**config.mk**
```make
export PLATFORM = sky130hd
export DESIGN_NAME = ipv4_tcp_udp_checksum_engine_core_flat
export DESIGN_NICKNAME = d
export VERILOG_FILES = /design/src/ipcs_pkg.sv /design/src/ipcs_if.sv /design/src/ipv4_tcp_udp_checksum_engine_core.sv /design/src/ipcs_front.sv /design/src/ipcs_queue.sv /design/src/ipcs_back.sv /design/src/flat_wrapper.sv
export SDC_FILE = /design/constraint.sdc
export NUM_CORES = 1
export LEC_CHECK = 0
export BUFFER_PORTS_ARGS = -buffer_cell sky130_fd_sc_hd__buf_4
export CAP_MARGIN = 0
export CORE_MARGIN = 2
export CORE_UTILIZATION = 55
export CTS_CLUSTER_DIAMETER = 50
export DETAILED_ROUTE_END_ITERATION = 10
export GPL_ROUTABILITY_DRIVEN = 0
export PLACE_DENSITY = 0.69
export SLEW_MARGIN = 25
export SYNTH_ARGS = -nofsm -noshare
export SYNTH_HDL_FRONTEND = slang
export SYNTH_SLANG_ARGS = --single-unit
export TNS_END_PERCENT = 20
```
**constraint.sdc**
```tcl
create_clock -name clock -period 15.35 [get_ports clock]
set_input_delay 1.535 -clock clock [delete_from_list [all_inputs] [get_ports clock]]
set_output_delay 1.535 -clock clock [all_outputs]
set_load 0.02 [all_outputs]
```
**src/ipcs_pkg.sv**
```systemverilog
// Package: shared constants, command type and checksum helper for the checksum engine.
`timescale 1ns / 1ps
`default_nettype none
package ipcs_pkg;

   localparam int COUNT_WIDTH = 16;
   localparam int QUEUE_DEPTH = 4;
   localparam int QPTR_W = $clog2(QUEUE_DEPTH);
   localparam int QCNT_W = QPTR_W + 1;

   localparam logic [7:0] PROTO_TCP = 8'd6;
   localparam logic [7:0] PROTO_UDP = 8'd17;

   localparam logic [COUNT_WIDTH-1:0] POS_PROTO    = COUNT_WIDTH'(4);
   localparam logic [COUNT_WIDTH-1:0] POS_IP_SUM   = COUNT_WIDTH'(5);
   localparam logic [COUNT_WIDTH-1:0] POS_ADDR_LO  = COUNT_WIDTH'(6);
   localparam logic [COUNT_WIDTH-1:0] POS_ADDR_HI  = COUNT_WIDTH'(9);
   localparam logic [COUNT_WIDTH-1:0] TCP_SUM_WORD = COUNT_WIDTH'(8);
   localparam logic [COUNT_WIDTH-1:0] UDP_SUM_WORD = COUNT_WIDTH'(3);
   localparam logic [COUNT_WIDTH-1:0] POS_MAX      = {COUNT_WIDTH{1'b1}};

   localparam logic [3:0]  IHL_MIN   = 4'd5;
   localparam logic [15:0] TAIL_MASK = 16'hFF00;
   localparam logic [15:0] ALL_ONES  = 16'hFFFF;

   localparam logic [1:0] KIND_NONE = 2'd0;
   localparam logic [1:0] KIND_TCP  = 2'd1;
   localparam logic [1:0] KIND_UDP  = 2'd2;

   localparam logic [1:0] LEN_NONE = 2'd0;
   localparam logic [1:0] LEN_ONE  = 2'd1;
   localparam logic [1:0] LEN_TWO  = 2'd2;

   typedef struct packed {
      logic [15:0] word;
      logic        hdr_add;
      logic        pseudo_add;
      logic [1:0]  len_inc;
      logic        last;
      logic        trunc;
      logic [1:0]  kind;
      logic [7:0]  proto;
   } cmd_type;

   function automatic logic [15:0] oc_add(input logic [15:0] a, input logic [15:0] b);
      logic [16:0] s;
      s = {1'b0, a} + {1'b0, b};
      return s[15:0] + {15'd0, s[16]};
   endfunction

endpackage
`default_nettype wire

```
**src/ipcs_if.sv**
```systemverilog
// Interfaces: packet word request channel and checksum response channel.
`timescale 1ns / 1ps
`default_nettype none
interface ipcs_req_if;
   logic        valid;
   logic        ready;
   logic [15:0] word;
   logic        last;
   logic        odd_tail;
   modport source(output valid, output word, output last, output odd_tail, input ready);
   modport sink(input valid, input word, input last, input odd_tail, output ready);
endinterface

interface ipcs_rsp_if;
   logic        valid;
   logic        ready;
   logic [15:0] ip_checksum;
   logic [15:0] transport_checksum;
   logic [1:0]  transport_kind;
   logic        truncated;
   modport source(output valid, output ip_checksum, output transport_checksum,
                  output transport_kind, output truncated, input ready);
   modport sink(input valid, input ip_checksum, input transport_checksum,
                input transport_kind, input truncated, output ready);
endinterface
`default_nettype wire

```
**src/ipv4_tcp_udp_checksum_engine_core.sv**
```systemverilog
// Top level: IPv4 header and TCP/UDP checksum engine.
//
// Usage:
//   req_chan carries one 16-bit packet word per request, first byte in the
//   upper half; last marks the final word and odd_tail says that only its
//   upper byte is valid. One response per packet appears on rsp_chan with
//   the IPv4 header checksum, the TCP/UDP checksum including the
//   pseudo-header, the transport kind and a truncation flag.
//   Throughput: one word per cycle while req ready is high; the front end
//   classifies the word in the cycle it is accepted, the back end adds it
//   into end-around-carry sums. A 4-entry command queue sits between them.
//   The last word passes from the queue to the finish stage, which adds
//   protocol and length, and then on to the response register.
//   Reset clears position, header length, protocol, sums and all valid
//   flags; no clearing pass is needed.
//   When the receiver stalls, the response register and the finish stage
//   hold one packet each; words keep flowing until the next last word
//   finds the finish stage full and the queue fills, then req ready drops.
`timescale 1ns / 1ps
`default_nettype none
module ipv4_tcp_udp_checksum_engine_core (
   input  wire logic  clock,
   input  wire logic  reset,
   ipcs_req_if.sink   req_chan,
   ipcs_rsp_if.source rsp_chan
);
   import ipcs_pkg::*;

   cmd_type front_cmd;
   logic    front_valid;
   logic    front_ready;
   cmd_type back_cmd;
   logic    back_valid;
   logic    back_ready;

   ipcs_front u_front (
      .clock     (clock),
      .reset     (reset),
      .req_chan  (req_chan),
      .cmd       (front_cmd),
      .cmd_valid (front_valid),
      .cmd_ready (front_ready)
   );

   ipcs_queue u_queue (
      .clock      (clock),
      .reset      (reset),
      .push_data  (front_cmd),
      .push_valid (front_valid),
      .push_ready (front_ready),
      .pop_data   (back_cmd),
      .pop_valid  (back_valid),
      .pop_ready  (back_ready)
   );

   ipcs_back u_back (
      .clock     (clock),
      .reset     (reset),
      .cmd       (back_cmd),
      .cmd_valid (back_valid),
      .cmd_ready (back_ready),
      .rsp_chan  (rsp_chan)
   );

endmodule
`default_nettype wire

```
**src/ipcs_front.sv**
```systemverilog
// Front end: tracks word position and header length, classifies each packet word.
`timescale 1ns / 1ps
`default_nettype none
module ipcs_front (
   input  wire logic             clock,
   input  wire logic             reset,
   ipcs_req_if.sink              req_chan,
   output ipcs_pkg::cmd_type     cmd,
   output logic                  cmd_valid,
   input  wire logic             cmd_ready
);
   import ipcs_pkg::*;

   logic [COUNT_WIDTH-1:0] pos_ff, pos_in;
   logic [4:0]             hwords_ff, hwords_in;
   logic [7:0]             proto_ff, proto_in;

   logic [15:0]            w;
   logic                   odd;
   logic [3:0]             ihl;
   logic [4:0]             hw;
   logic [COUNT_WIDTH-1:0] hw_ext;
   logic [COUNT_WIDTH-1:0] tpos;
   logic [COUNT_WIDTH:0]   pos_next;
   logic                   in_hdr;
   logic                   skip;
   logic                   trunc;
   logic                   accept;

   assign accept = req_chan.valid && cmd_ready;
   assign req_chan.ready = cmd_ready;
   assign cmd_valid = req_chan.valid;

   always_comb begin
      odd = req_chan.last && req_chan.odd_tail;
      w = odd ? (req_chan.word & TAIL_MASK) : req_chan.word;
      ihl = (w[11:8] < IHL_MIN) ? IHL_MIN : w[11:8];
      hw = (pos_ff == '0) ? {ihl, 1'b0} : hwords_ff;
      hw_ext = {{(COUNT_WIDTH-5){1'b0}}, hw};
      in_hdr = pos_ff < hw_ext;
      tpos = pos_ff - hw_ext;
      skip = ((proto_ff == PROTO_TCP) && (tpos == TCP_SUM_WORD)) ||
             ((proto_ff == PROTO_UDP) && (tpos == UDP_SUM_WORD));
      pos_next = {1'b0, pos_ff} + {{COUNT_WIDTH{1'b0}}, 1'b1};
      trunc = pos_next < {1'b0, hw_ext};

      cmd.word = w;
      cmd.hdr_add = in_hdr && (pos_ff != POS_IP_SUM);
      cmd.pseudo_add = in_hdr ? ((pos_ff >= POS_ADDR_LO) && (pos_ff <= POS_ADDR_HI)) : !skip;
      cmd.len_inc = in_hdr ? LEN_NONE : (odd ? LEN_ONE : LEN_TWO);
      cmd.last = req_chan.last;
      cmd.trunc = trunc;
      cmd.proto = proto_ff;
      if (trunc) begin
         cmd.kind = KIND_NONE;
      end else if (proto_ff == PROTO_TCP) begin
         cmd.kind = KIND_TCP;
      end else if (proto_ff == PROTO_UDP) begin
         cmd.kind = KIND_UDP;
      end else begin
         cmd.kind = KIND_NONE;
      end

      pos_in = pos_ff;
      hwords_in = hwords_ff;
      proto_in = proto_ff;
      if (accept) begin
         if (req_chan.last) begin
            pos_in = '0;
            hwords_in = '0;
            proto_in = '0;
         end else begin
            pos_in = (pos_ff < POS_MAX) ? pos_next[COUNT_WIDTH-1:0] : pos_ff;
            hwords_in = hw;
            if (in_hdr && (pos_ff == POS_PROTO)) begin
               proto_in = w[7:0];
            end
         end
      end
   end

   always_ff @(posedge clock) begin
      if (reset) begin
         pos_ff <= '0;
         hwords_ff <= '0;
         proto_ff <= '0;
      end else begin
         pos_ff <= pos_in;
         hwords_ff <= hwords_in;
         proto_ff <= proto_in;
      end
   end

endmodule
`default_nettype wire

```
**src/ipcs_queue.sv**
```systemverilog
// Command queue: small FIFO between front end and back end.
`timescale 1ns / 1ps
`default_nettype none
module ipcs_queue (
   input  wire logic              clock,
   input  wire logic              reset,
   input  wire ipcs_pkg::cmd_type push_data,
   input  wire logic              push_valid,
   output logic                   push_ready,
   output ipcs_pkg::cmd_type      pop_data,
   output logic                   pop_valid,
   input  wire logic              pop_ready
);
   import ipcs_pkg::*;

   cmd_type           mem_ff [QUEUE_DEPTH];
   logic [QPTR_W-1:0] wptr_ff, wptr_in;
   logic [QPTR_W-1:0] rptr_ff, rptr_in;
   logic [QCNT_W-1:0] count_ff, count_in;
   logic              push;
   logic              pop;

   assign push_ready = count_ff != QCNT_W'(QUEUE_DEPTH);
   assign pop_valid = count_ff != '0;
   assign pop_data = mem_ff[rptr_ff];
   assign push = push_valid && push_ready;
   assign pop = pop_valid && pop_ready;

   always_comb begin
      wptr_in = push ? wptr_ff + 1'b1 : wptr_ff;
      rptr_in = pop ? rptr_ff + 1'b1 : rptr_ff;
      count_in = count_ff + QCNT_W'(push) - QCNT_W'(pop);
   end

   always_ff @(posedge clock) begin
      if (push) begin
         mem_ff[wptr_ff] <= push_data;
      end
   end

   always_ff @(posedge clock) begin
      if (reset) begin
         wptr_ff <= '0;
         rptr_ff <= '0;
         count_ff <= '0;
      end else begin
         wptr_ff <= wptr_in;
         rptr_ff <= rptr_in;
         count_ff <= count_in;
      end
   end

endmodule
`default_nettype wire

```
**src/ipcs_back.sv**
```systemverilog
// Back end: running one's complement sums, pseudo-header finish and response register.
`timescale 1ns / 1ps
`default_nettype none
module ipcs_back (
   input  wire logic              clock,
   input  wire logic              reset,
   input  wire ipcs_pkg::cmd_type cmd,
   input  wire logic              cmd_valid,
   output logic                   cmd_ready,
   ipcs_rsp_if.source             rsp_chan
);
   import ipcs_pkg::*;

   logic [15:0] hsum_ff, hsum_in;
   logic [15:0] psum_ff, psum_in;
   logic [15:0] bytes_ff, bytes_in;

   logic        fin_valid_ff, fin_valid_in;
   logic [15:0] fin_hsum_ff, fin_psum_ff, fin_bytes_ff;
   logic [7:0]  fin_proto_ff;
   logic [1:0]  fin_kind_ff;
   logic        fin_trunc_ff;

   logic        out_valid_ff, out_valid_in;
   logic [15:0] out_ip_ff, out_tr_ff;
   logic [1:0]  out_kind_ff;
   logic        out_trunc_ff;

   logic [15:0] hsum_add, psum_add, bytes_add;
   logic [15:0] fin_s1, fin_s2, fin_tr;
   logic        out_load;
   logic        fin_free;
   logic        pop;

   assign out_load = fin_valid_ff && (!out_valid_ff || rsp_chan.ready);
   assign fin_free = !fin_valid_ff || out_load;
   assign cmd_ready = !cmd.last || fin_free;
   assign pop = cmd_valid && cmd_ready;

   always_comb begin
      hsum_add = cmd.hdr_add ? oc_add(hsum_ff, cmd.word) : hsum_ff;
      psum_add = cmd.pseudo_add ? oc_add(psum_ff, cmd.word) : psum_ff;
      bytes_add = bytes_ff + {14'd0, cmd.len_inc};

      hsum_in = hsum_ff;
      psum_in = psum_ff;
      bytes_in = bytes_ff;
      if (pop) begin
         if (cmd.last) begin
            hsum_in = '0;
            psum_in = '0;
            bytes_in = '0;
         end else begin
            hsum_in = hsum_add;
            psum_in = psum_add;
            bytes_in = bytes_add;
         end
      end

      fin_valid_in = fin_valid_ff;
      if (out_load) begin
         fin_valid_in = 1'b0;
      end
      if (pop && cmd.last) begin
         fin_valid_in = 1'b1;
      end

      out_valid_in = out_valid_ff;
      if (rsp_chan.ready) begin
         out_valid_in = 1'b0;
      end
      if (out_load) begin
         out_valid_in = 1'b1;
      end

      fin_s1 = oc_add(fin_psum_ff, {8'd0, fin_proto_ff});
      fin_s2 = oc_add(fin_s1, fin_bytes_ff);
      fin_tr = ~fin_s2;
      if (fin_kind_ff == KIND_NONE) begin
         fin_tr = '0;
      end else if ((fin_kind_ff == KIND_UDP) && (fin_tr == '0)) begin
         fin_tr = ALL_ONES;
      end
   end

   always_ff @(posedge clock) begin
      if (reset) begin
         hsum_ff <= '0;
         psum_ff <= '0;
         bytes_ff <= '0;
         fin_valid_ff <= 1'b0;
         out_valid_ff <= 1'b0;
      end else begin
         hsum_ff <= hsum_in;
         psum_ff <= psum_in;
         bytes_ff <= bytes_in;
         fin_valid_ff <= fin_valid_in;
         out_valid_ff <= out_valid_in;
      end
   end

   always_ff @(posedge clock) begin
      if (pop && cmd.last) begin
         fin_hsum_ff <= hsum_add;
         fin_psum_ff <= psum_add;
         fin_bytes_ff <= bytes_add;
         fin_proto_ff <= cmd.proto;
         fin_kind_ff <= cmd.kind;
         fin_trunc_ff <= cmd.trunc;
      end
      if (out_load) begin
         out_ip_ff <= ~fin_hsum_ff;
         out_tr_ff <= fin_tr;
         out_kind_ff <= fin_kind_ff;
         out_trunc_ff <= fin_trunc_ff;
      end
   end

   assign rsp_chan.valid = out_valid_ff;
   assign rsp_chan.ip_checksum = out_ip_ff;
   assign rsp_chan.transport_checksum = out_tr_ff;
   assign rsp_chan.transport_kind = out_kind_ff;
   assign rsp_chan.truncated = out_trunc_ff;

   a_last_has_room: assert property (@(posedge clock) disable iff (reset)
      (pop && cmd.last) |-> fin_free)
      else $error("last word popped while finish stage is occupied");

   a_trunc_no_kind: assert property (@(posedge clock) disable iff (reset)
      out_valid_ff |-> !(out_trunc_ff && (out_kind_ff != KIND_NONE)))
      else $error("truncated packet reported with a transport kind");

   a_none_zero_sum: assert property (@(posedge clock) disable iff (reset)
      (out_valid_ff && (out_kind_ff == KIND_NONE)) |-> (out_tr_ff == '0))
      else $error("transport checksum nonzero without transport kind");

   a_sums_clear: assert property (@(posedge clock) disable iff (reset)
      (pop && cmd.last) |=> ((hsum_ff == '0) && (psum_ff == '0) && (bytes_ff == '0)))
      else $error("running sums not cleared after packet end");

endmodule
`default_nettype wire
```
**src/flat_wrapper.sv**
```systemverilog
// flat-port wrapper written by rule: the top's interface ports become plain ports
module ipv4_tcp_udp_checksum_engine_core_flat import ipcs_pkg::*;
  (clock, reset, req_chan_valid, req_chan_word, req_chan_last, req_chan_odd_tail, req_chan_ready, rsp_chan_valid, rsp_chan_ip_checksum, rsp_chan_transport_checksum, rsp_chan_transport_kind, rsp_chan_truncated, rsp_chan_ready);
  ipcs_req_if req_chan_i ();
  ipcs_rsp_if rsp_chan_i ();
  input  wire logic clock;
  input  wire logic reset;
  input wire logic [$bits(req_chan_i.valid)-1:0] req_chan_valid;
  input wire logic [$bits(req_chan_i.word)-1:0] req_chan_word;
  input wire logic [$bits(req_chan_i.last)-1:0] req_chan_last;
  input wire logic [$bits(req_chan_i.odd_tail)-1:0] req_chan_odd_tail;
  output wire logic [$bits(req_chan_i.ready)-1:0] req_chan_ready;
  output wire logic [$bits(rsp_chan_i.valid)-1:0] rsp_chan_valid;
  output wire logic [$bits(rsp_chan_i.ip_checksum)-1:0] rsp_chan_ip_checksum;
  output wire logic [$bits(rsp_chan_i.transport_checksum)-1:0] rsp_chan_transport_checksum;
  output wire logic [$bits(rsp_chan_i.transport_kind)-1:0] rsp_chan_transport_kind;
  output wire logic [$bits(rsp_chan_i.truncated)-1:0] rsp_chan_truncated;
  input wire logic [$bits(rsp_chan_i.ready)-1:0] rsp_chan_ready;
  assign req_chan_i.valid = req_chan_valid;
  assign req_chan_i.word = req_chan_word;
  assign req_chan_i.last = req_chan_last;
  assign req_chan_i.odd_tail = req_chan_odd_tail;
  assign req_chan_ready = req_chan_i.ready;
  assign rsp_chan_valid = rsp_chan_i.valid;
  assign rsp_chan_ip_checksum = rsp_chan_i.ip_checksum;
  assign rsp_chan_transport_checksum = rsp_chan_i.transport_checksum;
  assign rsp_chan_transport_kind = rsp_chan_i.transport_kind;
  assign rsp_chan_truncated = rsp_chan_i.truncated;
  assign rsp_chan_i.ready = rsp_chan_ready;
  ipv4_tcp_udp_checksum_engine_core u_core (.clock(clock), .reset(reset), .req_chan(req_chan_i), .rsp_chan(rsp_chan_i));
endmodule
```
==> results by group, run 1 <==
Outcome
  – Status: completed

Floorplanning
  – Die width: 181 microns
  – Core footprint: 30700 sq um
  – Die area: 32700 sq um
  – Die Y: 181 microns
  – Starting Density: 56.0%
  – Cell Rows: 64
  – Boundary pin count: 59

Timing
  – Worst Skew: 0.0249 ns
  – Max Slew Vio Count: 0
  – Fin crit period: 8.28 ns
  – RSZ-0062 raised after global routing: false
  – Fin. Hold Viols: 0
  – F_max: 121 MHz
  – Worst Tran Pin Value: 1.00 ns
  – Relative slew slack: 32.5%
  – Total negative slack: 0 ns
  – # setup viols final: 0
  – Tcrit/Tclk final: 53.9%

Synth
  – Post-synth cell types: 93
  – Syn Nets: 1700
  – Mean Syn Cell Area: 10.9 sq um
  – Dominant synthesized flop cell: edfxtp_1
  – Main combinational cell family by area after synthesis: simple AND/OR/NAND/NOR gates
  – Synth top area share: 38.7%
  – Async set or reset register ratio after synthesis: 0%
  – Post-synthesis mux area share: 5.33%
  – XOR/XNOR Fraction of Synth Area: 5.75%
  – Area leader, netlist: edfxtp_1
  – Compound-Gate Fraction of Synth Area: 14.0%
  – Simple-gate share of the synthesized area: 15.9%
  – Sequential area share after synthesis: 48.9%
  – Main area contributors after synthesis: edfxtp_1, dfxtp_1, ha_1
  – Post-Synth Adder-Cell Area: 7.21%
  – Synth warn: 0
  – Post-synth EDFFs: 222
  – Synth Cell Area: 17200 sq um
  – Cells after synthesis: 1583
  – Synth Register Bits: 310

Clock network
  – Clk pin slew, worst setup/hold paths: 0.06 ns
  – Post-CTS setup buffer count: 0
  – # H-tree levels: 2
  – Clock buffer depth: 3
  – TritonCTS clock tree: yes
  – Hold_buf cts: 0
  – CTS Sinks: 310
  – Cts repair resizes: 0
  – CTS Buf Count: 38
  – Latest clock arrival within the worst-skew pair: 0.53 ns
  – Clk root buf: clkbuf_16

Critical path
  – Startpoint Class: flip-flop
  – CP max stage delay: 0.41 ns
  – Crit path capture type: flip-flop
  – Worst-case reg-to-reg path depth: 36
  – Worst r2r src: u_core.u_back.fin_psum_ff[0]
  – Worst reg2reg endpoint: u_core.u_back.rsp_chan.transport_checksum[6]
  – Worst Path Arrival: 8.63 ns
  – CP Class: flip-flop to flip-flop
  – CP max-delay cell: or4_1
  – Reg-to-reg setup timing slack: 7.07 ns
  – Max Fanout on Critical Path: 16
  – Critical Path RT: 15.70 ns

Global routing
  – Gr busiest metal: met2
  – Pin count of the biggest net entering global routing: 75
  – GRT overflow: 0
  – Met3 usage: 3.12%
  – Total GRT Usage: 23.0%
  – Vias in the first global route: 11728
  – M1 GR Usage: 31.7%
  – First-pass GRT wire length: 60800 microns
  – Grt met2 use: 38.5%
  – Initial antenna violation count: 0

Finish
  – Ant diodes: 0
  – Nets@finish: 1747
  – Fraction of layout cells with a size suffix above 1: 13.2%
  – # fillers: 2540
  – Area delta synth->final: 11.7%

Drt
  – DR vias: 12287
  – DRT iter0 DRCs: 969
  – Total detailed-routing wirelength: 37700 microns
  – Residual DRC: 0
  – Post-DR vias/cell: 5.98
  – 1st-pass router iterations: 5
  – Wire length per cell: 18.3 microns
  – Routed Antenna Nets: 0

Placed design
  – Port Buffers: 58
  – Post-detail-place hpwl: 26900 microns

Flow run
  – MaxCap Viol Count: 0

Worst hold path
  – HP Start: u_core.u_back.fin_trunc_ff
  – Hold Path Depth: 0
  – Hold Path Class: flip-flop to flip-flop
  – Hold EP: u_core.u_back.rsp_chan.truncated
through the flow:
stage          cell area, sq um  utilization (%)  std cells  worst slack, ns  hold WS [ns]
2_1_floorplan             17200                -       1583             7.79         0.400
3_3_place_gp              18000             58.5       1985             7.39         0.425
3_5_place_dp              18000             58.6       1986             7.19         0.414
4_1_cts                   19200             62.6       2056             7.12         0.441
5_1_grt                   19200             62.6       2056             6.41         0.441
6_report                  19200             62.6       2056             7.07         0.440
area by class of cell:
| cell class | count | area (sq um) | area share [%] |
|---|---|---|---|
| clock buffers | 46 | 1020 | 5.31 |
| flip-flops and latches | 310 | 8430 | 43.8 |
| well taps | 396 | 495 | 2.57 |
| multi-input cells | 1151 | 8330 | 43.3 |
| clock inverters | 24 | 210 | 1.09 |
| repair buffers | 70 | 538 | 2.80 |
| inverters | 59 | 221 | 1.15 |
routing by layer:
metal	part of all wire, %	up-vias
met1	46	5952
met5	0	-
met3	4.4	43
met4	2.0	0
met2	48	266
li1	-	6026
state kept, by name, summed over array words and instances, names as in the netlist, named ones only:
name                                       flops
u_core.u_back.bytes_ff                        16
u_core.u_back.fin_bytes_ff                    16
u_core.u_back.fin_hsum_ff                     16
u_core.u_back.fin_kind_ff                      2
u_core.u_back.fin_proto_ff                     8
u_core.u_back.fin_psum_ff                     16
u_core.u_back.fin_trunc_ff                     1
u_core.u_back.fin_valid_ff                     1
u_core.u_back.hsum_ff                         16
u_core.u_back.psum_ff                         16
u_core.u_back.rsp_chan.ip_checksum            16
u_core.u_back.rsp_chan.transport_checksum     16
u_core.u_back.rsp_chan.transport_kind          2
u_core.u_back.rsp_chan.truncated               1
u_core.u_back.rsp_chan.valid                   1
u_core.u_front.hwords_ff                       5
u_core.u_front.pos_ff                         16
u_core.u_front.proto_ff                        8
u_core.u_queue.count_ff                        3
u_core.u_queue.mem_ff                        128
u_core.u_queue.rptr_ff                         2
u_core.u_queue.wptr_ff                         2
cell usage after synthesis, drive strengths merged, types with 42 or more instances:
cell type    n
dfxtp       88
xnor2       63
nor2       168
ha          88
edfxtp     222
a21oi       92
o21ai       79
nand2       93
nand3       42
inv         59
xor2        50
clkbuf      49
placed cells by master (no fill, tap or decap), types with 15 or more instances in the layout:
| cell type | n |
|---|---|
| edfxtp_1 | 222 |
| nor2_1 | 167 |
| nand2_1 | 93 |
| a21oi_1 | 88 |
| ha_1 | 88 |
| dfxtp_1 | 87 |
| buf_4 | 69 |
| o21ai_0 | 64 |
| xnor2_1 | 63 |
| inv_1 | 59 |
| xor2_1 | 50 |
| nand3_1 | 42 |
| clkbuf_16 | 39 |
| and3_1 | 37 |
| nor3_1 | 36 |
| a22oi_1 | 36 |
| mux4_2 | 32 |
| a21o_1 | 29 |
| and2_1 | 21 |
| nand2b_1 | 20 |
| nand4_1 | 16 |
| o21a_1 | 15 |
| or3_1 | 15 |
how the worst max path moves through the flow:
stage / startpoint / to / slack, ns / cells after the start
after floorplan: u_core.u_back.fin_psum_ff[0] / u_core.u_back.rsp_chan.transport_checksum[7] / 7.79 / 40
after global placement: u_core.u_back.fin_psum_ff[0] / u_core.u_back.rsp_chan.transport_checksum[6] / 7.39 / 35
after detailed placement: u_core.u_back.fin_proto_ff[0] / u_core.u_back.rsp_chan.transport_checksum[6] / 7.19 / 36
after CTS: u_core.u_back.fin_proto_ff[0] / u_core.u_back.rsp_chan.transport_checksum[6] / 7.12 / 35
after global routing: u_core.u_back.fin_proto_ff[0] / u_core.u_back.rsp_chan.transport_checksum[3] / 6.41 / 34
final: u_core.u_back.fin_psum_ff[0] / u_core.u_back.rsp_chan.transport_checksum[6] / 7.07 / 36
critical path, delay by kind of cell, from the launching register on:
| kind | cells | cell delay, ns |
|---|---|---|
| buf+inv | 2 | 0.14 |
| xor+xnor | 1 | 0.13 |
| fa+ha+maj | 6 | 1.50 |
| compound gates | 13 | 2.75 |
| flops | 1 | 0.33 |
| simple gates | 14 | 3.25 |
cell families after synthesis:
group | Yosys count
DFF | 310
adders and majority gates | 95
AOI/OAI and AO/OA | 356
and+or+nand+nor | 537
buffers and inverters | 122
xor gates and xnor gates | 113
muxes | 50
Power of run 1 is not shown: default switching activity piles up to over one toggle a cycle in this logic, so the estimate is an artifact.
==> inputs of run 2 (changes only) <==
--- a/config.mk
+++ b/config.mk
@@ -12,7 +12,7 @@
 export CTS_CLUSTER_DIAMETER = 50
 export DETAILED_ROUTE_END_ITERATION = 10
 export GPL_ROUTABILITY_DRIVEN = 0
-export PLACE_DENSITY = 0.69
+export PLACE_DENSITY = 0.72
 export SLEW_MARGIN = 25
 export SYNTH_ARGS = -nofsm -noshare
 export SYNTH_HDL_FRONTEND = slang
==> constraint.sdc (replaced) <==
create_clock -name clock -period 7.6 [get_ports clock]
set_input_delay 0.76 -clock clock [delete_from_list [all_inputs] [get_ports clock]]
set_output_delay 0.76 -clock clock [all_outputs]
set_load 0.02 [all_outputs]
==> results by group, run 2 (same netlist as run 1, synthesis figures left out) <==
Global routing
  – Vias in the first global route: 12290 (was 11728)
  – GRT overflow: 0 (unchanged)
  – First-pass GRT wire length: 62900 microns (was 60800 microns)
  – Pin count of the biggest net entering global routing: 76 (was 75)
  – Total GRT Usage: 23.8% (was 23.0%)
  – Initial antenna violation count: 0 (unchanged)

Finish
  – Area delta synth->final: 14.5% (was 11.7%)
  – Top reg by flops: u_core.u_queue.mem_ff (unchanged)
  – Post-route insts no fill: 2073 (was 2056)
  – Largest register FFs: 128 (unchanged)
  – Commonest non-fill, non-tap cell in the layout: edfxtp_1 (unchanged)
  – Ant diodes: 0 (unchanged)
  – # fillers: 2386 (was 2540)
  – Nets@finish: 1765 (was 1747)
  – Most frequent cells in the layout: edfxtp_1, nor2_1, nand2_1 (unchanged)
  – Fraction of layout cells with a size suffix above 1: 16.5% (was 13.2%)

Clock network
  – Clock buffer depth: 3 (unchanged)
  – # H-tree levels: 2 (unchanged)
  – Clk root buf: clkbuf_16 (unchanged)
  – Latest clock arrival within the worst-skew pair: 0.54 ns (was 0.53 ns)
  – TritonCTS clock tree: yes (unchanged)
  – CTS Buf Count: 38 (unchanged)
  – Hold_buf cts: 0 (unchanged)
  – Clk pin slew, worst setup/hold paths: 0.06 ns (about the same)
  – CTS Sinks: 310 (unchanged)

Timing
  – Worst Skew: 0.0185 ns (was 0.0249 ns)
  – Max Slew Vio Count: 0 (unchanged)
  – RSZ-0062 raised after global routing: true (was false)
  – F_max: 135 MHz (was 121 MHz)
  – Worst Tran Pin Value: 0.941 ns (was 1.00 ns)
  – Relative slew slack: 37.3% (was 32.5%)
  – Tcrit/Tclk final: 97.7% (was 53.9%)
  – Fin. Hold Viols: 0 (unchanged)
  – Fin crit period: 7.43 ns (was 8.28 ns)
  – # setup viols final: 0 (unchanged)

Floorplanning
  – Cell Rows: 64 (unchanged)
  – Boundary pin count: 59 (unchanged)
  – Die width: 181 microns (unchanged)
  – Die area: 32700 sq um (unchanged)
  – Die Y: 181 microns (unchanged)
  – Core footprint: 30700 sq um (unchanged)
  – Starting Density: 56.0% (unchanged)

Critical path
  – Critical Path RT: 7.98 ns (was 15.70 ns)
  – Worst-case reg-to-reg path depth: 36 (unchanged)
  – CP Launch Point: u_core.u_back.fin_psum_ff[0] (unchanged)
  – Max Fanout on Critical Path: 8 (was 16)
  – Worst setup path end: u_core.u_back.rsp_chan.transport_checksum[7] (was u_core.u_back.rsp_chan.transport_checksum[6])
  – Worst reg2reg endpoint: u_core.u_back.rsp_chan.transport_checksum[7] (was u_core.u_back.rsp_chan.transport_checksum[6])
  – CP Class: flip-flop to flip-flop (unchanged)
  – Worst r2r src: u_core.u_back.fin_psum_ff[0] (unchanged)
  – Reg-to-reg setup timing slack: 0.17 ns (was 7.07 ns)
  – CP max-delay cell: or4_4 (was or4_1)
  – Most frequent CP cell: or3_4
  – CP max stage delay: 0.43 ns (was 0.41 ns)
  – Worst Path Arrival: 7.80 ns (was 8.63 ns)
  – Crit path capture type: flip-flop (unchanged)
  – Startpoint Class: flip-flop (unchanged)

Placed design
  – Post-detail-place hpwl: 26900 microns (about the same)
  – Port Buffers: 58 (unchanged)
  – Placed Cells: 1989 (was 1986)

Drt
  – Total detailed-routing wirelength: 39200 microns (was 37700 microns)
  – DRT iter0 DRCs: 990 (was 969)
  – Post-DR vias/cell: 6.08 (was 5.98)
  – 1st-pass router iterations: 5 (unchanged)
  – Residual DRC: 0 (unchanged)
  – Wire length per cell: 18.9 microns (was 18.3 microns)
  – DR vias: 12598 (was 12287)
  – Routed Antenna Nets: 0 (unchanged)

Worst hold path
  – Hold Path Depth: 1 (was 0)
  – Hold Path Class: primary input to flip-flop (was flip-flop to flip-flop)

Outcome
  – Status: completed (unchanged)

Flow run
  – MaxCap Viol Count: 0 (unchanged)
run 2: changes by cell type in the layout (fill, tap and decap cells not counted), sizes merged:
cell	change
buf	+17
bufinv	+5
clkbuf	-5
clkinvlp	-2
inv	+1
o211ai	+1
run 2: stage by stage:
| step | setup WS (ns) | hold slack, ns | TNS, ns | utilization (%) | area (sq um) |
|---|---|---|---|---|---|
| after global routing | -0.154 | 0.402 | -1.91 | 64.1 | 19700 |
| after CTS | 0.0116 | 0.406 | 0 | 63.3 | 19500 |
| final | 0.174 | 0.423 | 0 | 64.1 | 19700 |
| after global placement | 0.00353 | 0.408 | 0 | 58.6 | 18000 |
| after detailed placement | -0.255 | 0.410 | -3.46 | 58.6 | 18000 |
| after floorplan | 0.0417 | 0.400 | 0 | - | 17200 |
run 2: worst max-delay path: cells and delay by family, from the launching register on:
kind | cells | cell delay [ns]
adder cells (fa/ha/maj) | 6 | 1.27
flip-flops | 1 | 0.34
buffers and inverters | 2 | 0.10
AND/OR/NAND/NOR | 13 | 3.06
AO/OA/AOI/OAI | 14 | 2.39
XOR/XNOR | 1 | 0.13
run 2: worst min-delay path by stage:
stage / to / slack [ns] / start
global placement: u_core.u_back.rsp_chan.truncated / 0.41 / u_core.u_back.fin_trunc_ff
detailed placement: u_core.u_back.rsp_chan.truncated / 0.41 / u_core.u_back.fin_trunc_ff
floorplan: u_core.u_back.rsp_chan.truncated / 0.40 / u_core.u_back.fin_trunc_ff
global route: u_core.u_queue.mem_ff[3][28] / 0.40 / req_chan_word[12]
CTS: u_core.u_queue.mem_ff[3][28] / 0.41 / req_chan_word[12]
finish: u_core.u_queue.mem_ff[3][28] / 0.42 / req_chan_word[12]
run 2: cell type report:
| type | count | area [sq um] | share of cell area, % |
|---|---|---|---|
| multi-input cells | 1152 | 8580 | 43.5 |
| flip-flops and latches | 310 | 8430 | 42.7 |
| clock buffers | 41 | 962 | 4.88 |
| repair buffers | 87 | 677 | 3.43 |
| well taps | 396 | 495 | 2.51 |
| clock inverters | 28 | 362 | 1.83 |
| inverters | 59 | 221 | 1.12 |
run 2: timing repair:
item                       4_1_cts  5_1_grt
pin swaps                        7       22
resized for setup               17       41
setup buffers                    4        9
setup endpoints to repair       16       16
hold endpoints to repair         0        0
gates cloned                     1        0
run 2: routing by layer:
metal | up-vias | part of all wire (%) | global-route usage (%)
met5 | - | 0 | 0
met4 | 0 | 2.5 | 7.35
met3 | 82 | 5.3 | 4.03
met2 | 339 | 48 | 39.8
met1 | 6110 | 45 | 31.9
li1 | 6067 | - | -
Power of run 2 is left out for the same reason.
==> inputs of run 3 (changes only) <==
--- a/config.mk
+++ b/config.mk
@@ -5,7 +5,7 @@
 export SDC_FILE = /design/constraint.sdc
 export NUM_CORES = 1
 export LEC_CHECK = 0
-export BUFFER_PORTS_ARGS = -buffer_cell sky130_fd_sc_hd__buf_4
+export BUFFER_PORTS_ARGS = -buffer_cell sky130_fd_sc_hd__buf_2
 export CAP_MARGIN = 0
 export CORE_MARGIN = 2
 export CORE_UTILIZATION = 55
==> results by group, run 3 (same netlist as run 1, synthesis figures left out) <==
Clock network
  – Clock buffer depth: 3 (unchanged)
  – CTS Buf Count: 38 (unchanged)
  – Clk pin slew, worst setup/hold paths: 0.06 ns (about the same)
  – CTS Sinks: 310 (unchanged)
  – TritonCTS clock tree: yes (unchanged)
  – Latest clock arrival within the worst-skew pair: 0.54 ns (about the same)
  – Clk root buf: clkbuf_16 (unchanged)
  – # H-tree levels: 2 (unchanged)

Timing
  – Fin crit period: 7.28 ns (was 7.43 ns)
  – Hold_ws: 0.445 ns (was 0.423 ns)
  – Max Slew Vio Count: 0 (unchanged)
  – Relative slew slack: 30.5% (was 37.3%)
  – Tcrit/Tclk final: 95.8% (was 97.7%)
  – Fin worst setup slack: 0.320 ns (was 0.174 ns)
  – # setup viols final: 0 (unchanged)
  – Worst Skew: 0.0295 ns (was 0.0185 ns)
  – Worst Tran Pin Value: 1.04 ns (was 0.941 ns)
  – Total negative slack: 0 ns (unchanged)
  – F_max: 137 MHz (was 135 MHz)
  – Fin. Hold Viols: 0 (unchanged)

Floorplanning
  – Boundary pin count: 59 (unchanged)
  – Cell Rows: 64 (unchanged)
  – Die area: 32700 sq um (unchanged)
  – Starting Density: 56.0% (unchanged)
  – Die width: 181 microns (unchanged)
  – Die Y: 181 microns (unchanged)
  – Core footprint: 30700 sq um (unchanged)

Placed design
  – Area of placed instances: 17900 sq um (was 18000 sq um)
  – Post-detail-place hpwl: 26900 microns (about the same)
  – Setup Slack @ Placement: -0.306 ns (was -0.255 ns)
  – Port Buffers: 58 (unchanged)

Finish
  – Most frequent cells in the layout: edfxtp_1, nor2_1, nand2_1 (unchanged)
  – Top reg by flops: u_core.u_queue.mem_ff (unchanged)
  – Area delta synth->final: 13.2% (was 14.5%)
  – Post-layout instance area: 19500 sq um (was 19700 sq um)
  – Largest register FFs: 128 (unchanged)
  – Commonest non-fill, non-tap cell in the layout: edfxtp_1 (unchanged)
  – Nets@finish: 1762 (was 1765)
  – Fraction of layout cells with a size suffix above 1: 15.8% (was 16.5%)
  – Ant diodes: 0 (unchanged)

Critical path
  – CP max-delay cell: or4_1 (was or4_4)
  – Largest delay share family, worst path: simple AND/OR/NAND/NOR gates (unchanged)
  – CP Buf/Inv Count: 3 (was 2)
  – Most frequent CP cell: o21ai_1 (was or3_4)
  – Startpoint Class: flip-flop (unchanged)
  – CP max stage delay: 0.40 ns (was 0.43 ns)
  – Worst Path Arrival: 7.64 ns (was 7.80 ns)
  – Crit path capture type: flip-flop (unchanged)
  – CP Class: flip-flop to flip-flop (unchanged)
  – Critical Path RT: 7.96 ns (was 7.98 ns)
  – Max Fanout on Critical Path: 8 (unchanged)

Worst hold path
  – Hold Path Class: primary input to flip-flop (unchanged)

Drt
  – 1st-pass router iterations: 5 (unchanged)
  – Wire length per cell: 19.0 microns (was 18.9 microns)
  – Post-DR vias/cell: 6.04 (was 6.08)
  – DRT iter0 DRCs: 1014 (was 990)
  – Residual DRC: 0 (unchanged)
  – DR vias: 12512 (was 12598)
  – Routed Antenna Nets: 0 (unchanged)
  – Total detailed-routing wirelength: 39200 microns (about the same)

Global routing
  – Pin count of the biggest net entering global routing: 77 (was 76)
  – Initial antenna violation count: 0 (unchanged)
  – Vias in the first global route: 12187 (was 12290)
  – First-pass GRT wire length: 63700 microns (was 62900 microns)
  – GRT overflow: 0 (unchanged)
  – Total GRT Usage: 24.1% (was 23.8%)

Outcome
  – Status: completed (unchanged)

Flow run
  – MaxCap Viol Count: 0 (unchanged)
[run 3: cell count changes in the layout (fill, tap and decap cells not counted), sizes merged]
cell	delta
buf	-3
clkbuf	+6
bufinv	-1
clkinvlp	+1
clkinv	-6
[run 3: path summary, 6_finish.rpt]
path                                       from                                           end  slack, ns  depth (start not counted)
setup / recovery  u_core.u_back.fin_proto_ff[0]  u_core.u_back.rsp_chan.transport_checksum[7]       0.32                         37
hold / removal                req_chan_word[12]                  u_core.u_queue.mem_ff[1][28]       0.45                          1
setup reg to reg  u_core.u_back.fin_proto_ff[0]  u_core.u_back.rsp_chan.transport_checksum[7]       0.32                         37
hold reg to reg      u_core.u_back.fin_trunc_ff              u_core.u_back.rsp_chan.truncated       0.45                          0
[run 3: area by class of cell]
class / count / area [sq um]
fill: 2411 / 11300
multi-input combinational: 1152 / 8530
inverter: 59 / 221
sequential: 310 / 8430
tap: 396 / 495
timing repair buffer: 84 / 509
clock inverter: 22 / 305
clock buffer: 47 / 1000
[run 3: worst register-to-register path: cells and delay by family, from the launching register on]
family | cells | cell delay [ns]
buffers and inverters | 3 | 0.32
xor gates and xnor gates | 1 | 0.14
and+or+nand+nor | 13 | 2.72
DFF | 1 | 0.33
adders and majority gates | 6 | 1.32
AOI/OAI and AO/OA | 14 | 2.29
[run 3: repair_timing]
| item | 4_1_cts | 5_1_grt |
|---|---|---|
| setup endpoints to repair | 16 | 16 |
| hold buffers | 0 | 0 |
| gates cloned | 1 | 0 |
| resized for setup | 15 | 31 |
| endpoints found under the hold margin | 0 | 0 |
| pin swaps | 6 | 14 |
| setup buffers | 5 | 5 |
[run 3: stage by stage]
| stage | util (%) | cells |
|---|---|---|
| finish | 63.4 | 2070 |
| global route | 63.4 | 2070 |
| CTS | 62.8 | 2064 |
| detailed placement | 58.1 | 1989 |
| global placement | 58.1 | 1989 |
| floorplan | - | 1583 |
[run 3: metal layers]
layer | share of wire [%] | vias up | GRT usage [%]
li1 | - | 6052 | -
met1 | 44 | 6033 | 32.5
met2 | 47 | 349 | 40.0
met3 | 5.9 | 78 | 4.07
met4 | 2.7 | 0 | 7.54
met5 | 0 | - | 0
Power of run 3 is left out for the same reason.
